File: config.mk
export PLATFORM = sky130hd
export DESIGN_NAME = multibyte_to_utf16_decoder_top_flat
export DESIGN_NICKNAME = d
export VERILOG_FILES = /design/src/design/mbu16_pkg.sv /design/src/design/mbu16_byte_if.sv /design/src/design/mbu16_unit_if.sv /design/src/design/mbu16_cfg_if.sv /design/src/design/mbu16_decode.sv /design/src/design/mbu16_out_buf.sv /design/src/design/multibyte_to_utf16_decoder_top.sv /design/src/flat_wrapper.sv
export SDC_FILE = /design/constraint.sdc
export NUM_CORES = 1
export LEC_CHECK = 0
export BUFFER_PORTS_ARGS = -buffer_cell sky130_fd_sc_hd__buf_2
export CORE_ASPECT_RATIO = 0.6
export CORE_UTILIZATION = 30
export CTS_BUF_LIST = sky130_fd_sc_hd__clkbuf_16
export CTS_CLUSTER_SIZE = 40
export DETAILED_ROUTE_END_ITERATION = 7
export SYNTH_ARGS = -nofsm -noshare
export SYNTH_HDL_FRONTEND = slang
export SYNTH_SLANG_ARGS = --single-unit
File: constraint.sdc
create_clock -name i_clk -period 4.1 [get_ports i_clk]
set_clock_uncertainty 0.1 [all_clocks]
set_input_delay 0.41 -clock i_clk [delete_from_list [all_inputs] [get_ports i_clk]]
set_output_delay 0.41 -clock i_clk [all_outputs]
set_load 0.01 [all_outputs]
File: src/design/mbu16_pkg.sv
// package for the multibyte to utf-16 decoder: shared types, constants
// and the single-byte code page tables; no dependencies
`timescale 1ns / 1ps

package mbu16_pkg;

    localparam int UNITS_MAX = 4;

    // source_encoding register codes (code three is treated as western)
    localparam logic [1:0] ENC_CYR  = 2'd0;
    localparam logic [1:0] ENC_WEST = 2'd1;
    localparam logic [1:0] ENC_UTF8 = 2'd2;

    localparam logic [15:0] REPL_UNIT    = 16'hFFFD;
    localparam logic [15:0] CYR_BASE     = 16'h0410;
    localparam logic [15:0] HI_SURR_BASE = 16'hD800;
    localparam logic [5:0]  LO_SURR_TAG  = 6'b110111;
    localparam logic [20:0] SUPP_BASE    = 21'h10000;

    typedef logic [15:0] t_unit;
    typedef t_unit t_unit_vec [UNITS_MAX];

    // pending utf-8 sequence
    typedef struct packed {
        logic [20:0] pcp;
        logic [1:0]  need;
        logic [1:0]  taken;
    } t_seq;

    // all units caused by one input item
    typedef struct packed {
        t_unit [UNITS_MAX-1:0] units;
        logic  [2:0]           count;
    } t_dec_res;

    function automatic t_unit cyr_high(input logic [5:0] idx);
        t_unit u;
        case (idx)
            6'd0:  u = 16'h0402;  6'd1:  u = 16'h0403;  6'd2:  u = 16'h201A;
            6'd3:  u = 16'h0453;  6'd4:  u = 16'h201E;  6'd5:  u = 16'h2026;
            6'd6:  u = 16'h2020;  6'd7:  u = 16'h2021;  6'd8:  u = 16'h20AC;
            6'd9:  u = 16'h2030;  6'd10: u = 16'h0409;  6'd11: u = 16'h2039;
            6'd12: u = 16'h040A;  6'd13: u = 16'h040C;  6'd14: u = 16'h040B;
            6'd15: u = 16'h040F;  6'd16: u = 16'h0452;  6'd17: u = 16'h2018;
            6'd18: u = 16'h2019;  6'd19: u = 16'h201C;  6'd20: u = 16'h201D;
            6'd21: u = 16'h2022;  6'd22: u = 16'h2013;  6'd23: u = 16'h2014;
            6'd24: u = REPL_UNIT; 6'd25: u = 16'h2122;  6'd26: u = 16'h0459;
            6'd27: u = 16'h203A;  6'd28: u = 16'h045A;  6'd29: u = 16'h045C;
            6'd30: u = 16'h045B;  6'd31: u = 16'h045F;  6'd32: u = 16'h00A0;
            6'd33: u = 16'h040E;  6'd34: u = 16'h045E;  6'd35: u = 16'h0408;
            6'd36: u = 16'h00A4;  6'd37: u = 16'h0490;  6'd38: u = 16'h00A6;
            6'd39: u = 16'h00A7;  6'd40: u = 16'h0401;  6'd41: u = 16'h00A9;
            6'd42: u = 16'h0404;  6'd43: u = 16'h00AB;  6'd44: u = 16'h00AC;
            6'd45: u = 16'h00AD;  6'd46: u = 16'h00AE;  6'd47: u = 16'h0407;
            6'd48: u = 16'h00B0;  6'd49: u = 16'h00B1;  6'd50: u = 16'h0406;
            6'd51: u = 16'h0456;  6'd52: u = 16'h0491;  6'd53: u = 16'h00B5;
            6'd54: u = 16'h00B6;  6'd55: u = 16'h00B7;  6'd56: u = 16'h0451;
            6'd57: u = 16'h2116;  6'd58: u = 16'h0454;  6'd59: u = 16'h00BB;
            6'd60: u = 16'h0458;  6'd61: u = 16'h0405;  6'd62: u = 16'h0455;
            6'd63: u = 16'h0457;
            default: u = REPL_UNIT;
        endcase
        return u;
    endfunction

    function automatic t_unit west_high(input logic [4:0] idx);
        t_unit u;
        case (idx)
            5'd0:  u = 16'h20AC;  5'd1:  u = REPL_UNIT; 5'd2:  u = 16'h201A;
            5'd3:  u = 16'h0192;  5'd4:  u = 16'h201E;  5'd5:  u = 16'h2026;
            5'd6:  u = 16'h2020;  5'd7:  u = 16'h2021;  5'd8:  u = 16'h02C6;
            5'd9:  u = 16'h2030;  5'd10: u = 16'h0160;  5'd11: u = 16'h2039;
            5'd12: u = 16'h0152;  5'd13: u = REPL_UNIT; 5'd14: u = 16'h017D;
            5'd15: u = REPL_UNIT; 5'd16: u = REPL_UNIT; 5'd17: u = 16'h2018;
            5'd18: u = 16'h2019;  5'd19: u = 16'h201C;  5'd20: u = 16'h201D;
            5'd21: u = 16'h2022;  5'd22: u = 16'h2013;  5'd23: u = 16'h2014;
            5'd24: u = 16'h02DC;  5'd25: u = 16'h2122;  5'd26: u = 16'h0161;
            5'd27: u = 16'h203A;  5'd28: u = 16'h0153;  5'd29: u = REPL_UNIT;
            5'd30: u = 16'h017E;  5'd31: u = 16'h0178;
            default: u = REPL_UNIT;
        endcase
        return u;
    endfunction

    // one byte through a single-byte code page
    function automatic t_unit single_byte(input logic [1:0] enc, input logic [7:0] b);
        t_unit u;
        if (!b[7]) begin
            u = {8'h00, b};
        end else if (enc == ENC_CYR) begin
            if (!b[6]) begin
                u = cyr_high(b[5:0]);
            end else begin
                u = CYR_BASE + {10'd0, b[5:0]};
            end
        end else begin
            if (b[6:5] == 2'b00) begin
                u = west_high(b[4:0]);
            end else begin
                u = {8'h00, b};
            end
        end
        return u;
    endfunction

endpackage

File: src/design/mbu16_byte_if.sv
// input byte channel: valid/ready with one source byte and end-of-text flag
// no dependencies
`timescale 1ns / 1ps

interface mbu16_byte_if;
    logic       valid;
    logic       ready;
    logic [7:0] data_byte;
    logic       end_of_text;

    modport source (output valid, output data_byte, output end_of_text, input ready);
    modport sink   (input valid, input data_byte, input end_of_text, output ready);
endinterface

File: src/design/mbu16_unit_if.sv
// output channel: valid/ready with one utf-16 code unit and run-last flag
// no dependencies
`timescale 1ns / 1ps

interface mbu16_unit_if;
    logic        valid;
    logic        ready;
    logic [15:0] code_unit;
    logic        run_last;

    modport source (output valid, output code_unit, output run_last, input ready);
    modport sink   (input valid, input code_unit, input run_last, output ready);
endinterface

File: src/design/mbu16_cfg_if.sv
// configuration write channel: valid/ready with the source_encoding value
// no dependencies
`timescale 1ns / 1ps

interface mbu16_cfg_if;
    logic       valid;
    logic       ready;
    logic [1:0] source_encoding;

    modport source (output valid, output source_encoding, input ready);
    modport sink   (input valid, input source_encoding, output ready);
endinterface

File: src/design/mbu16_decode.sv
// combinational decode of one byte: code page or utf-8 step, up to four units
// depends on mbu16_pkg
`timescale 1ns / 1ps

module mbu16_decode (
    input  logic [1:0]          i_enc,
    input  mbu16_pkg::t_seq     i_state,
    input  logic [7:0]          i_data_byte,
    input  logic                i_last,
    output mbu16_pkg::t_seq     o_state,
    output mbu16_pkg::t_dec_res o_res
);

    always_comb begin
        logic        pend;
        logic        cont;
        logic [20:0] acc;
        logic [20:0] v;
        logic [1:0]  need1;
        logic [1:0]  taken1;
        logic [1:0]  p;
        logic        multi;
        mbu16_pkg::t_seq     nst;
        mbu16_pkg::t_dec_res res;

        pend   = (i_state.need != 2'd0);
        cont   = (i_data_byte[7:6] == 2'b10);
        acc    = {i_state.pcp[14:0], i_data_byte[5:0]};
        v      = acc - mbu16_pkg::SUPP_BASE;
        need1  = i_state.need - 2'd1;
        taken1 = i_state.taken + 2'd1;
        p      = pend ? taken1 : 2'd0;
        multi  = 1'b0;
        nst    = '0;
        for (int k = 0; k < mbu16_pkg::UNITS_MAX; k++) begin
            res.units[k] = mbu16_pkg::REPL_UNIT;
        end
        res.count = 3'd0;

        if (i_enc != mbu16_pkg::ENC_UTF8) begin
            res.units[0] = mbu16_pkg::single_byte(i_enc, i_data_byte);
            res.count    = 3'd1;
            nst          = i_state;
        end else if (pend && cont) begin
            if (need1 == 2'd0) begin
                // sequence complete
                if (acc[20:16] != 5'd0) begin
                    res.units[0] = mbu16_pkg::HI_SURR_BASE + {5'd0, v[20:10]};
                    res.units[1] = {mbu16_pkg::LO_SURR_TAG, v[9:0]};
                    res.count    = 3'd2;
                end else begin
                    res.units[0] = acc[15:0];
                    res.count    = 3'd1;
                end
            end else if (i_last) begin
                // unfinished at end of text: lead plus every continuation
                res.count = 3'd1 + {1'b0, taken1};
            end else begin
                nst.pcp   = acc;
                nst.need  = need1;
                nst.taken = taken1;
            end
        end else begin
            // any broken sequence was flushed ahead (p replacements), then this byte: ascii, lead or replacement
            if (!i_data_byte[7]) begin
                res.units[p] = {8'h00, i_data_byte};
            end else if (i_data_byte[7:5] == 3'b110) begin
                multi    = 1'b1;
                nst.pcp  = {16'd0, i_data_byte[4:0]};
                nst.need = 2'd1;
            end else if (i_data_byte[7:4] == 4'b1110) begin
                multi    = 1'b1;
                nst.pcp  = {17'd0, i_data_byte[3:0]};
                nst.need = 2'd2;
            end else if (i_data_byte[7:3] == 5'b11110) begin
                multi    = 1'b1;
                nst.pcp  = {18'd0, i_data_byte[2:0]};
                nst.need = 2'd3;
            end
            if (multi && !i_last) begin
                res.count = {1'b0, p};
            end else begin
                res.count = {1'b0, p} + 3'd1;
                nst       = '0;
            end
        end

        o_state = nst;
        o_res   = res;
    end

endmodule

File: src/design/mbu16_out_buf.sv
// result register holding all units of one item, drained one unit per cycle while o_unit is ready
// depends on mbu16_pkg and mbu16_unit_if
`timescale 1ns / 1ps

module mbu16_out_buf (
    input  logic                i_clk,
    input  logic                i_rst_n,
    input  logic                i_load,
    input  mbu16_pkg::t_dec_res i_res,
    output logic                o_can_load,
    mbu16_unit_if.source        o_unit
);

    logic                                   r_valid;
    logic [mbu16_pkg::UNITS_MAX-1:0][15:0] r_units;
    logic [2:0]                             r_cnt;
    logic [1:0]                             r_idx;
    logic                                   last_unit;
    logic                                   take;

    assign last_unit  = ({1'b0, r_idx} == (r_cnt - 3'd1));
    assign take       = r_valid && o_unit.ready;
    assign o_can_load = !r_valid || (take && last_unit);

    assign o_unit.valid     = r_valid;
    assign o_unit.code_unit = r_units[r_idx];
    assign o_unit.run_last  = last_unit;

    always_ff @(posedge i_clk) begin
        if (!i_rst_n) begin
            r_valid <= 1'b0;
            r_idx   <= 2'd0;
        end else if (i_load) begin
            r_valid <= (i_res.count != 3'd0);
            r_idx   <= 2'd0;
        end else if (take) begin
            if (last_unit) begin
                r_valid <= 1'b0;
            end
            r_idx <= r_idx + 2'd1;
        end
    end

    always_ff @(posedge i_clk) begin
        if (i_load) begin
            r_units <= i_res.units;
            r_cnt   <= i_res.count;
        end
    end

`ifndef SYNTHESIS
    a_idx_in_range: assert property (@(posedge i_clk) disable iff (!i_rst_n)
        r_valid |-> ({1'b0, r_idx} < r_cnt))
        else $error("unit index beyond item count");
    a_cnt_in_range: assert property (@(posedge i_clk) disable iff (!i_rst_n)
        r_valid |-> (r_cnt != 3'd0 && r_cnt <= 3'd4))
        else $error("held item count out of range");
`endif

endmodule

File: src/design/multibyte_to_utf16_decoder_top.sv
// top level of the multibyte to utf-16 decoder: input register, sequence
// state, decode logic and result buffer; depends on mbu16_pkg, the three
// channel interfaces, mbu16_decode and mbu16_out_buf
`timescale 1ns / 1ps

// usage
//   i_byte  : one source byte per item plus end_of_text on the final byte
//   o_unit  : utf-16 code units; run_last marks the last unit of a byte
//   i_cfg   : source_encoding write (0 cyrillic page, 1 or 3 western page,
//             2 utf-8); always ready, also drops any pending utf-8 sequence,
//             write only while no item is in flight
// order: a byte is registered in the input register, then decoded into the result
//   buffer, from which its first unit shows on o_unit
// throughput: one byte per cycle while every byte yields at most one unit and o_unit is ready;
//   a byte giving several units (up to four: surrogate pairs, replacement runs)
//   holds the result buffer until all are taken, the output port is the limit
// bytes that yield no unit (utf-8 leads, continuations) pass through and
//   show nothing on o_unit
// reset: synchronous active low; selects the cyrillic page, clears the
//   sequence state and empties both stages
// stall: when o_unit.ready is low the result buffer holds, the input
//   register fills, and i_byte.ready drops until the buffer drains
module multibyte_to_utf16_decoder_top (
    input  logic        i_clk,
    input  logic        i_rst_n,
    mbu16_byte_if.sink  i_byte,
    mbu16_cfg_if.sink   i_cfg,
    mbu16_unit_if.source o_unit
);

    // encoding register and utf-8 sequence state
    logic [1:0]          r_enc;
    mbu16_pkg::t_seq     r_state;
    mbu16_pkg::t_seq     n_state;

    // input register stage
    logic                r_s1_valid;
    logic [7:0]          r_s1_byte;
    logic                r_s1_last;

    mbu16_pkg::t_dec_res dec_res;
    logic                can_load;
    logic                s1_take;
    logic                in_take;

    assign s1_take      = r_s1_valid && can_load;
    assign i_byte.ready = !r_s1_valid || can_load;
    assign in_take      = i_byte.valid && i_byte.ready;
    assign i_cfg.ready  = 1'b1;

    always_ff @(posedge i_clk) begin
        if (!i_rst_n) begin
            r_s1_valid <= 1'b0;
        end else if (in_take) begin
            r_s1_valid <= 1'b1;
        end else if (s1_take) begin
            r_s1_valid <= 1'b0;
        end
    end

    // payload of the input stage, no reset needed
    always_ff @(posedge i_clk) begin
        if (in_take) begin
            r_s1_byte <= i_byte.data_byte;
            r_s1_last <= i_byte.end_of_text;
        end
    end

    // a config write wins over decode; the user must write it only while idle, the block does not enforce it
    always_ff @(posedge i_clk) begin
        if (!i_rst_n) begin
            r_enc   <= mbu16_pkg::ENC_CYR;
            r_state <= '0;
        end else if (i_cfg.valid) begin
            r_enc   <= i_cfg.source_encoding;
            r_state <= '0;
        end else if (s1_take) begin
            r_state <= n_state;
        end
    end

    mbu16_decode u_decode (
        .i_enc       (r_enc),
        .i_state     (r_state),
        .i_data_byte (r_s1_byte),
        .i_last      (r_s1_last),
        .o_state     (n_state),
        .o_res       (dec_res)
    );

    mbu16_out_buf u_out_buf (
        .i_clk      (i_clk),
        .i_rst_n    (i_rst_n),
        .i_load     (s1_take),
        .i_res      (dec_res),
        .o_can_load (can_load),
        .o_unit     (o_unit)
    );

`ifndef SYNTHESIS
    a_cfg_clears_seq: assert property (@(posedge i_clk) disable iff (!i_rst_n)
        i_cfg.valid && i_cfg.ready |=> (r_state.need == 2'd0))
        else $error("config write left a sequence pending");
    a_seq_only_utf8: assert property (@(posedge i_clk) disable iff (!i_rst_n)
        (r_state.need != 2'd0) |-> (r_enc == mbu16_pkg::ENC_UTF8))
        else $error("sequence pending outside utf-8 mode");
`endif

endmodule
File: src/flat_wrapper.sv
// flat-port wrapper written by rule: the top's interface ports become plain ports
module multibyte_to_utf16_decoder_top_flat 
  (i_clk, i_rst_n, i_byte_valid, i_byte_data_byte, i_byte_end_of_text, i_byte_ready, i_cfg_valid, i_cfg_source_encoding, i_cfg_ready, o_unit_valid, o_unit_code_unit, o_unit_run_last, o_unit_ready);
  mbu16_byte_if i_byte_i ();
  mbu16_cfg_if i_cfg_i ();
  mbu16_unit_if o_unit_i ();
  input  logic i_clk;
  input  logic i_rst_n;
  input wire logic [$bits(i_byte_i.valid)-1:0] i_byte_valid;
  input wire logic [$bits(i_byte_i.data_byte)-1:0] i_byte_data_byte;
  input wire logic [$bits(i_byte_i.end_of_text)-1:0] i_byte_end_of_text;
  output wire logic [$bits(i_byte_i.ready)-1:0] i_byte_ready;
  input wire logic [$bits(i_cfg_i.valid)-1:0] i_cfg_valid;
  input wire logic [$bits(i_cfg_i.source_encoding)-1:0] i_cfg_source_encoding;
  output wire logic [$bits(i_cfg_i.ready)-1:0] i_cfg_ready;
  output wire logic [$bits(o_unit_i.valid)-1:0] o_unit_valid;
  output wire logic [$bits(o_unit_i.code_unit)-1:0] o_unit_code_unit;
  output wire logic [$bits(o_unit_i.run_last)-1:0] o_unit_run_last;
  input wire logic [$bits(o_unit_i.ready)-1:0] o_unit_ready;
  assign i_byte_i.valid = i_byte_valid;
  assign i_byte_i.data_byte = i_byte_data_byte;
  assign i_byte_i.end_of_text = i_byte_end_of_text;
  assign i_byte_ready = i_byte_i.ready;
  assign i_cfg_i.valid = i_cfg_valid;
  assign i_cfg_i.source_encoding = i_cfg_source_encoding;
  assign i_cfg_ready = i_cfg_i.ready;
  assign o_unit_valid = o_unit_i.valid;
  assign o_unit_code_unit = o_unit_i.code_unit;
  assign o_unit_run_last = o_unit_i.run_last;
  assign o_unit_i.ready = o_unit_ready;
  multibyte_to_utf16_decoder_top u_core (.i_clk(i_clk), .i_rst_n(i_rst_n), .i_byte(i_byte_i), .i_cfg(i_cfg_i), .o_unit(o_unit_i));
endmodule
==> flow_metrics.py, run 1 <==
metrics = {
    "logic_synthesis": {
        "postSynthAreaPerCell_sq_um": 8.935,
        "synth_edf_count": 58,
        "synth.most_common_cell": "nand2_1",
        "yosysSeqAreaShare_pct": 40.52,
        "synth_flop_cell": "edfxtp_1",
        "ys_warn_count": 0,
        "ys_types": 70,
        "synth.top_cells.by_count": "88 x nand2_1, 64 x a21oi_1, 59 x nor2_1",
        "synth_nets": 795,
        "synthArstFlopShare_pct": 0,
        "ys_ff_latch": 107,
        "syn_inst": 752,
        "syn_area_sq_um": 6719,
        "yosys.area.top_type": "edfxtp_1",
        "synth_top_cell_area_share_pct": 25.92,
        "synthTopCellsByArea": "edfxtp_1 26%, dfxtp_1 15%, ha_1 5.0%",
    },
    "pwr": {
        "p_leak_uw": 0.002567,
        "power_uw": 2739,
        "irDropWorstVdd_mv": 0.1940,
        "powerDensity_nw_per_um2": 366.3,
    },
    "worst_setup_path": {
        "r2r-start": "u_core.u_out_buf.r_cnt[0]$_DFFE_PP_",
        "r2r_cells": 13,
        "critPathArrivalTime_ns": 3.79,
        "startpoint_type": "flop",
        "timing_worst_setup_path_type": "reg -> reg",
        "cp_max_fo": 11,
        "r2r_slack_ns": 0.51,
        "cp.required_ns": 4.30,
        "end_kind": "flop",
    },
    "clocking": {
        "cts_hold_buffers": 0,
        "clockBufferDepth": 2,
        "cts_resized": 0,
        "cts_buffers": 9,
        "cts_max_level": 3,
        "clkLatencyLatePin_ns": 0.35,
        "postCtsSetupBuffers": 0,
        "clk_pin_slew_worst_paths_ns": 0.08,
        "cts_root_buf": "clkbuf_16",
        "cts_tree": "done",
        "cts_sinks": 107,
    },
    "hold_path": {
        "hold_depth": 1,
        "hold_path_class": "in -> reg",
        "whs_endpoint": "u_core.r_s1_byte[7]$_DFFE_PN_",
        "holdCritStartpoint": "i_byte_data_byte[7]",
    },
    "placed_design": {
        "gp_routability_congestion": 0.9812,
        "io_buffer_count": 34,
        "dp_hpwl_um": 16490,
        "dpl_cell_area_sq_um": 7172,
        "dp.cells": 1029,
    },
    "floorplan": {
        "initial_core_util_pct": 31.26,
        "die_area_sq_um": 23020,
        "ioPinCount": 36,
        "core_sq_um": 21490,
        "die_y_um": 117.9,
        "core.rowCount": 41,
        "die_width_um": 195.2,
    },
    "sta": {
        "drv_slew": 0,
        "rsz0062_at_grt": "no",
        "fmax_mhz": 278.7,
        "hold_viol": 0,
        "slew_headroom_pct": 24.24,
        "period_minus_slack_ns": 3.588,
        "tightest_slew_ns": 1.121,
        "timing.final.crit_share_pct": 87.51,
        "setup_tns_ns": 0,
        "setup_viol": 0,
    },
    "global_routing": {
        "gr-total-overflow": 0,
        "grt_start_max_net_pins": 36,
        "grt_pass1_wl_um": 33430,
        "grt_usage_pct": 19.20,
        "antenna_found_initial": 0,
        "first_global_vias": 5400,
    },
    "detailed_routing": {
        "ant_nets": 0,
        "postRouteWirelength_um": 21790,
        "wl_per_cell_um": 20.85,
        "drcViolationCount": 0,
        "viasPerCell": 5.695,
        "first_pass_iters": 8,
        "vias": 5951,
        "drtIter0Drc": 749,
    },
    "cells_and_area": {
        "area_delta_synth_final_pct": 11.28,
        "fin_cells": 1045,
        "diodes": 0,
        "finish.instance_area_sq_um": 7477,
        "fin_util_pct": 34.79,
        "drive_above_1_share_pct": 13.97,
        "finalNetCount": 804,
    },
    "run_status": {
        "outcome": "completed",
    },
    "run": {
        "maxCapViolations": 0,
    },
}
==> layer usage <==
layer / track usage [%] / vias up / wire [um]
met5: 0 / - / 0
met4: 4.232 / 0 / 204
met3: 7.880 / 15 / 3109
met2: 21.63 / 363 / 7581
met1: 31.36 / 2815 / 10890
li1: - / 2758 / -
==> logic make-up (layout without fill, tap and decap cells) <==
family	Yosys count	count (layout)	synth area share, %
simple gates	253	253	17.71
compound gates	218	218	21.01
flops	107	107	40.52
buf+inv	94	108	5.884
mux	38	38	7.747
fa+ha+maj	27	27	5.028
xor+xnor	14	14	2.048
other cells	1	1	0.05581
==> power by group <==
part | switching (uW) | internal (uW) | total, uW | leakage, uW
Clock | 416 | 484 | 899 | 0.000149
Combinational | 384 | 206 | 591 | 0.00156
Sequential | 50.2 | 1200 | 1250 | 0.000861
Total | 850 | 1890 | 2740 | 0.00257
==> worst max-delay path by stage <==
| stage | start | end | cells past startpoint |
|---|---|---|---|
| after global routing | u_core.u_out_buf.r_cnt[0]$_DFFE_PP_ | flop | 13 |
| after floorplan | u_core.u_out_buf.r_cnt[0]$_DFFE_PP_ | flop | 15 |
| after CTS | u_core.u_out_buf.r_cnt[0]$_DFFE_PP_ | flop | 11 |
| after detailed placement | u_core.u_out_buf.r_cnt[0]$_DFFE_PP_ | flop | 11 |
| final | u_core.u_out_buf.r_cnt[0]$_DFFE_PP_ | flop | 13 |
| after global placement | u_core.u_out_buf.r_cnt[0]$_DFFE_PP_ | flop | 11 |
==> stage by stage <==
step                      worst slack, ns  hold slack (ns)
after global routing               0.3755           0.1076
after detailed placement           0.6757           0.3708
after global placement             0.6561           0.3669
after CTS                          0.6512           0.1115
final                              0.5121           0.1270
after floorplan                    0.6905           0.3450
==> final cells by class <==
cell class	instances	area, sq um
Multi-Input combinational cell	551	3602
Sequential cell	107	2723
Fill cell	2181	14020
Inverter	32	120.1
Timing Repair Buffer	60	377.9
Tap cell	279	349.1
Clock inverter	7	80.08
Clock buffer	9	225.2
==> critical path, stage by stage, from the launching register on <==
cell and delay, ns:
edfxtp_1 0.43, inv_1 0.08, ha_1 0.35, xor2_2 0.17
a41oi_2 0.38, inv_2 0.08, mux2i_1 0.15, inv_1 0.23
ha_1 0.47, mux2i_1 0.13, mux2_2 0.31, a211oi_1 0.42
a31oi_1 0.10, nand4_1 0.12
==> layout by cell type (no fill, tap or decap), types with 8 or more instances in the layout <==
master     synthesis  final
dfxtp_1           49     49
mux4_2             8      8
nor2_1            59     59
clkbuf_16          0      9
ha_1              27     27
and3_1             8      8
nand2b_1          20     20
o21ai_0           55     55
o22ai_1           12     12
buf_4              3     25
xnor2_1            8      8
inv_1             28     28
nor2b_1            9      9
a221oi_1           9      9
nand3_1           25     25
mux2_2             8      8
a21oi_1           64     64
edfxtp_1          58     58
nand2_1           88     88
buf_2             13     34
o211ai_1          14     14
mux2i_1           19     19
nor3_1            13     13
a211oi_1           9      9
No activity file was read; power rests on OpenSTA's default activity.
==> inputs of run 2 (changes only) <==
--- a/config.mk
+++ b/config.mk
@@ -7,10 +7,12 @@
 export LEC_CHECK = 0
 export BUFFER_PORTS_ARGS = -buffer_cell sky130_fd_sc_hd__buf_2
 export CORE_ASPECT_RATIO = 0.6
+export CORE_MARGIN = 10
 export CORE_UTILIZATION = 30
 export CTS_BUF_LIST = sky130_fd_sc_hd__clkbuf_16
 export CTS_CLUSTER_SIZE = 40
 export DETAILED_ROUTE_END_ITERATION = 7
+export REMOVE_ABC_BUFFERS = 1
 export SYNTH_ARGS = -nofsm -noshare
 export SYNTH_HDL_FRONTEND = slang
 export SYNTH_SLANG_ARGS = --single-unit
==> run 2 against run 1 <==
Worst hold slack lost 0.0078 ns. Via count shrank 1.2%. Critical path depth shrank 1. Sequential cell count is the same. First-iteration DRC count grew 4.1%. Utilization shrank 0.62 points. Combinational power grew 3%. Sequential power is essentially flat. Global-route usage shrank 3.5 points. Critical path type unchanged. Largest cell class unchanged.
==> flow_metrics.py, run 2 (synthesis gave the netlist of run 1 again) <==
metrics = {
    "hold_path": {
        "hold_depth": 1,
        "holdCritStartpoint": "i_byte_data_byte[6]",
        "hold_path_class": "in -> reg",
        "whs_endpoint": "u_core.r_s1_byte[6]$_DFFE_PN_",
    },
    "cells_and_area": {
        "layout_commonest_cell": "nand2_1",
        "fin_util_pct": 34.16,
        "final_cell_mix": "88 x nand2_1, 64 x a21oi_1, 59 x nor2_1",
        "fin_cells": 1059,
        "finalNetCount": 810,
        "area_delta_synth_final_pct": 11.96,
        "drive_above_1_share_pct": 14.64,
    },
    "sta": {
        "hold_viol": 0,
        "setup_tns_ns": 0,
        "fmax_mhz": 282.0,
        "tightest_slew_ns": 1.151,
        "slew_headroom_pct": 23.01,
        "rsz0062_at_grt": "no",
        "drv_slew": 0,
        "worst_slack_ns": 0.5537,
        "setup_viol": 0,
        "period_minus_slack_ns": 3.546,
        "timing.final.crit_share_pct": 86.50,
        "fin_hold_ws_ns": 0.1192,
    },
    "global_routing": {
        "first_global_vias": 5494,
        "grt_pass1_wl_um": 34840,
        "gr-total-overflow": 0,
        "grt_start_max_net_pins": 51,
        "antenna_found_initial": 1,
        "grt_usage_pct": 15.69,
    },
    "worst_setup_path": {
        "cp_max_fo": 13,
        "cp_top_family": "compound AO/OA/AOI/OAI gates",
        "path_common_cell": "inv_1",
        "cpPeakStageDelay_ns": 0.68,
        "cp.required_ns": 4.31,
        "r2r_cells": 12,
        "path_buf_inv": 4,
        "critPathArrivalTime_ns": 3.76,
        "critPathSlowestCell": "a2111oi_0",
        "timing_worst_setup_path_type": "reg -> reg",
        "r2r_slack_ns": 0.55,
        "end_kind": "flop",
        "r2r-start": "u_core.u_out_buf.r_cnt[0]$_DFFE_PP_",
        "path_cells": "inv_1 -> ha_1 -> xor2_2 -> a41oi_2 -> inv_2 -> mux2i_1 -> inv_1 -> ha_1 -> inv_1 -> a21oi_1 -> a2111oi_0 -> or4_1",
        "startpoint_type": "flop",
        "cp_num_cells": 12,
    },
    "clocking": {
        "cts_buffers": 9,
        "clk_pin_slew_worst_paths_ns": 0.08,
        "clkLatencyLatePin_ns": 0.36,
        "cts_max_level": 3,
        "cts_tree": "done",
        "postCtsSetupBuffers": 0,
        "cts_hold_buffers": 0,
        "cts_sinks": 107,
        "clockBufferDepth": 2,
        "cts_root_buf": "clkbuf_16",
        "cts_resized": 0,
    },
    "floorplan": {
        "initial_core_util_pct": 30.51,
        "core_sq_um": 22020,
        "core.rowCount": 42,
        "die_width_um": 213.2,
        "die_y_um": 135.9,
        "die_area_sq_um": 28980,
        "ioPinCount": 36,
    },
    "detailed_routing": {
        "first_pass_iters": 5,
        "wl_per_cell_um": 21.34,
        "viasPerCell": 5.551,
        "drtIter0Drc": 780,
        "drcViolationCount": 0,
        "vias": 5879,
        "ant_nets": 0,
        "postRouteWirelength_um": 22600,
    },
    "placed_design": {
        "dp_hpwl_um": 17180,
        "gp_routability_congestion": 0.9852,
        "dp.cells": 1042,
        "dp_slack_ns": 0.6753,
        "io_buffer_count": 34,
    },
    "pwr": {
        "powerDensity_nw_per_um2": 361.0,
        "p_leak_uw": 0.002585,
        "irDropWorstVdd_mv": 0.2080,
    },
    "run": {
        "maxCapViolations": 0,
    },
    "run_status": {
        "outcome": "completed",
    },
}
run 2: cell count changes in the layout (fill, tap and decap cells not counted):
cell        previous run  this run
buf_4                 25        31
bufinv_16              1         0
clkinv_2               1         0
clkinv_4               0         1
clkinv_8               0         1
clkinvlp_4             1         2
diode_2                0         1
inv_6                  3         2
run 2: metal layers:
metal,up-vias,GRT usage [%],share of wire [%]
met2,301,18.82,36
met3,13,5.816,13
met5,-,0,0
met4,0,2.430,0.60
met1,2793,25.07,51
li1,2772,-,-
run 2: through the flow:
step | total power (uW) | instance area, sq um
after global routing | 2846 | 7520
after floorplan | 1605 | 6444
after detailed placement | 1853 | 7226
final | 2715 | 7522
after global placement | 1865 | 7226
after CTS | 2723 | 7520
run 2: cell type report:
cell class | instances | area (sq um)
well taps | 286 | 357.8
clock buffers | 9 | 225.2
repair buffers | 66 | 422.9
fillers | 2277 | 14500
clock inverters | 7 | 68.82
inverters | 32 | 120.1
flip-flops and latches | 107 | 2723
multi-input cells | 551 | 3602
diodes | 1 | 2.502
run 2: report_power, final:
part	switching, uW	internal (uW)	total [uW]
clock network	439	428	866
registers	42.4	1200	1240
logic	396	213	608
total	877	1840	2720
run 2: worst max path at each step:
stage                                           start    to  slack [ns]
5_1_grt           u_core.u_out_buf.r_cnt[0]$_DFFE_PP_  flop        0.31
2_1_floorplan  u_core.u_out_buf.r_idx[0]$_SDFFE_PP0P_  flop       -0.03
4_1_cts           u_core.u_out_buf.r_cnt[0]$_DFFE_PP_  flop        0.63
3_5_place_dp      u_core.u_out_buf.r_cnt[0]$_DFFE_PP_  flop        0.68
6_report          u_core.u_out_buf.r_cnt[0]$_DFFE_PP_  flop        0.55
3_3_place_gp      u_core.u_out_buf.r_cnt[0]$_DFFE_PP_  flop        0.63
run 2: worst register-to-register path, cell delays in order (launching register included):
cell       delay (ns)
edfxtp_1         0.43
inv_1            0.07
ha_1             0.35
xor2_2           0.18
a41oi_2          0.23
inv_2            0.29
mux2i_1          0.27
inv_1            0.17
ha_1             0.28
inv_1            0.15
a21oi_1          0.08
a2111oi_0        0.68
or4_1            0.21
==> inputs of run 3 (changes only) <==
--- a/config.mk
+++ b/config.mk
@@ -5,14 +5,15 @@
 export SDC_FILE = /design/constraint.sdc
 export NUM_CORES = 1
 export LEC_CHECK = 0
-export BUFFER_PORTS_ARGS = -buffer_cell sky130_fd_sc_hd__buf_2
 export CORE_ASPECT_RATIO = 0.6
 export CORE_MARGIN = 10
 export CORE_UTILIZATION = 30
-export CTS_BUF_LIST = sky130_fd_sc_hd__clkbuf_16
+export CTS_BUF_LIST = sky130_fd_sc_hd__clkbuf_4
 export CTS_CLUSTER_SIZE = 40
 export DETAILED_ROUTE_END_ITERATION = 7
+export DONT_BUFFER_PORTS = 1
 export REMOVE_ABC_BUFFERS = 1
+export SKIP_CTS_REPAIR_TIMING = 1
 export SYNTH_ARGS = -nofsm -noshare
 export SYNTH_HDL_FRONTEND = slang
 export SYNTH_SLANG_ARGS = --single-unit
==> run 3 against run 2 <==
Critical path depth is the same. Highest routed layer unchanged. Power shrank 6.5%. Largest power group unchanged. Critical path type unchanged. First-iteration DRC count grew 9.2%.
==> flow_metrics.py, run 3 (synthesis gave the netlist of run 1 again) <==
metrics = {
    "run_status": {
        "outcome": "completed",
    },
    "global_routing": {
        "first_global_vias": 5313,
        "antenna_found_initial": 2,
        "gr-total-overflow": 0,
        "grt_start_max_net_pins": 35,
        "grt_pass1_wl_um": 33690,
        "grt_usage_pct": 15.26,
    },
    "floorplan": {
        "initial_core_util_pct": 30.51,
        "core.rowCount": 42,
        "die_y_um": 135.9,
        "ioPinCount": 36,
        "die_width_um": 213.2,
        "core_sq_um": 22020,
        "die_area_sq_um": 28980,
    },
    "sta": {
        "setup_viol": 0,
        "slew_headroom_pct": 30.32,
        "timing.final.crit_share_pct": 86.75,
        "drv_slew": 0,
        "setup_tns_ns": 0,
        "tightest_slew_ns": 1.031,
        "rsz0062_at_grt": "no",
        "fmax_mhz": 281.2,
        "hold_viol": 0,
        "period_minus_slack_ns": 3.557,
    },
    "detailed_routing": {
        "ant_nets": 0,
        "drcViolationCount": 0,
        "wl_per_cell_um": 21.96,
        "wl_met1_um": 10790,
        "top_layer": "met4",
        "dr_wl_met2_um": 8312,
        "drtIter0Drc": 852,
        "first_pass_iters": 5,
        "wl_met3_um": 3395,
        "postRouteWirelength_um": 22750,
        "viasPerCell": 5.764,
        "vias": 5971,
    },
    "hold_path": {
        "hold_depth": 3,
        "hold_path_class": "in -> reg",
        "whs_endpoint": "u_core.u_out_buf.r_idx[0]$_SDFFE_PP0P_",
        "holdCritStartpoint": "o_unit_ready",
    },
    "placed_design": {
        "dp_hpwl_um": 16750,
        "dpl_cell_area_sq_um": 7025,
        "io_buffer_count": 0,
        "gp_routability_congestion": 0.9982,
    },
    "run": {
        "maxCapViolations": 0,
    },
    "worst_setup_path": {
        "critPathSlowestCell": "mux2i_1",
        "r2r-start": "u_core.u_out_buf.r_cnt[0]$_DFFE_PP_",
        "end_kind": "flop",
        "cp.required_ns": 4.41,
        "r2r_cells": 12,
        "critPathArrivalTime_ns": 3.87,
        "timing_worst_setup_path_type": "reg -> reg",
        "startpoint_type": "flop",
        "path_cells": "inv_1 -> ha_1 -> xor2_2 -> a41oi_2 -> mux2i_1 -> inv_1 -> ha_1 -> mux2i_1 -> mux2_2 -> a211oi_1 -> a31oi_1 -> nand4_1",
        "r2r_slack_ns": 0.54,
        "cpPeakStageDelay_ns": 0.51,
        "cp_max_fo": 11,
    },
    "pwr": {
        "powerDensity_nw_per_um2": 344.4,
        "p_seq_share_pct": 49.0,
        "switching_share_pct": 32.15,
        "power_frac_clock_pct": 28.1,
        "comb_power_share_pct": 22.9,
        "p_leak_uw": 0.002457,
        "irDropWorstVdd_mv": 0.1506,
        "power.internal_uw": 1722,
        "p_sw_uw": 815.7,
    },
    "clocking": {
        "cts_max_level": 3,
        "cts_tree": "done",
        "clkLatencyLatePin_ns": 0.51,
        "cts_root_buf": "clkbuf_4",
        "cts_buffers": 9,
        "clk_pin_slew_worst_paths_ns": 0.18,
        "cts_sinks": 107,
        "clockBufferDepth": 2,
    },
    "cells_and_area": {
        "finish.instance_area_sq_um": 7368,
        "area_delta_synth_final_pct": 9.665,
        "finalNetCount": 786,
        "drive_above_1_share_pct": 10.03,
        "layout_commonest_cell": "nand2_1",
        "fin_util_pct": 33.46,
        "final_cell_mix": "88 x nand2_1, 64 x a21oi_1, 59 x nor2_1",
    },
}
==> run 3: layout make-up <==
class                   instances  area (sq um)
repair buffers                 42         362.8
inverters                      32         120.1
clock inverters                 7         130.1
clock buffers                   9         67.56
diodes                          2         5.005
well taps                     286         357.8
multi-input cells             551          3602
fillers                      2240         14650
flip-flops and latches        107          2723
==> run 3: routing by layer <==
metal | GRT usage [%] | vias up
met4 | 2.822 | 0
met5 | 0 | -
met3 | 6.851 | 31
li1 | - | 2728
met1 | 23.33 | 2814
met2 | 18.54 | 398
==> run 3: through the flow <==
step / hold WS, ns / cells / worst slack (ns) / power [uW]
6_report: 0.01436 / 1036 / 0.5434 / 2538
5_1_grt: -0.001656 / 1035 / 0.3351 / 2640
4_1_cts: -0.1537 / 1020 / 0.6140 / 2515
3_5_place_dp: 0.3810 / 1004 / 0.6139 / 1811
3_3_place_gp: 0.3640 / 1004 / 0.7001 / 1825
2_1_floorplan: 0.3450 / 690 / -0.02707 / 1605
==> run 3: how the worst max path moves through the flow <==
stage | startpoint | to | cells past startpoint | slack (ns)
after detailed placement | u_core.u_out_buf.r_cnt[0]$_DFFE_PP_ | flop | 12 | 0.61
after global placement | u_core.u_out_buf.r_cnt[0]$_DFFE_PP_ | flop | 12 | 0.70
final | u_core.u_out_buf.r_cnt[0]$_DFFE_PP_ | flop | 12 | 0.54
after floorplan | u_core.u_out_buf.r_idx[0]$_SDFFE_PP0P_ | flop | 7 | -0.03
after CTS | u_core.u_out_buf.r_cnt[0]$_DFFE_PP_ | flop | 12 | 0.61
after global routing | u_core.u_out_buf.r_cnt[0]$_DFFE_PP_ | flop | 12 | 0.34
==> run 3: critical path, delay by kind of cell (launching register included) <==
kind                       cells  cell delay, ns
and+or+nand+nor                1            0.12
buffers and inverters          2            0.32
adders and majority gates      2            0.78
muxes                          3            0.89
xor gates and xnor gates       1            0.17
AOI/OAI and AO/OA              3            0.63
DFF                            1            0.46
==> run 3: power by group through the flow <==
stage                     sequential [uW]  clock (uW)  combinational (uW)
after detailed placement             1270           0                 544
after global placement               1270           0                 556
after CTS                            1240         726                 546
after floorplan                      1260           0                 349
after global routing                 1250         766                 623
final                                1240         713                 581
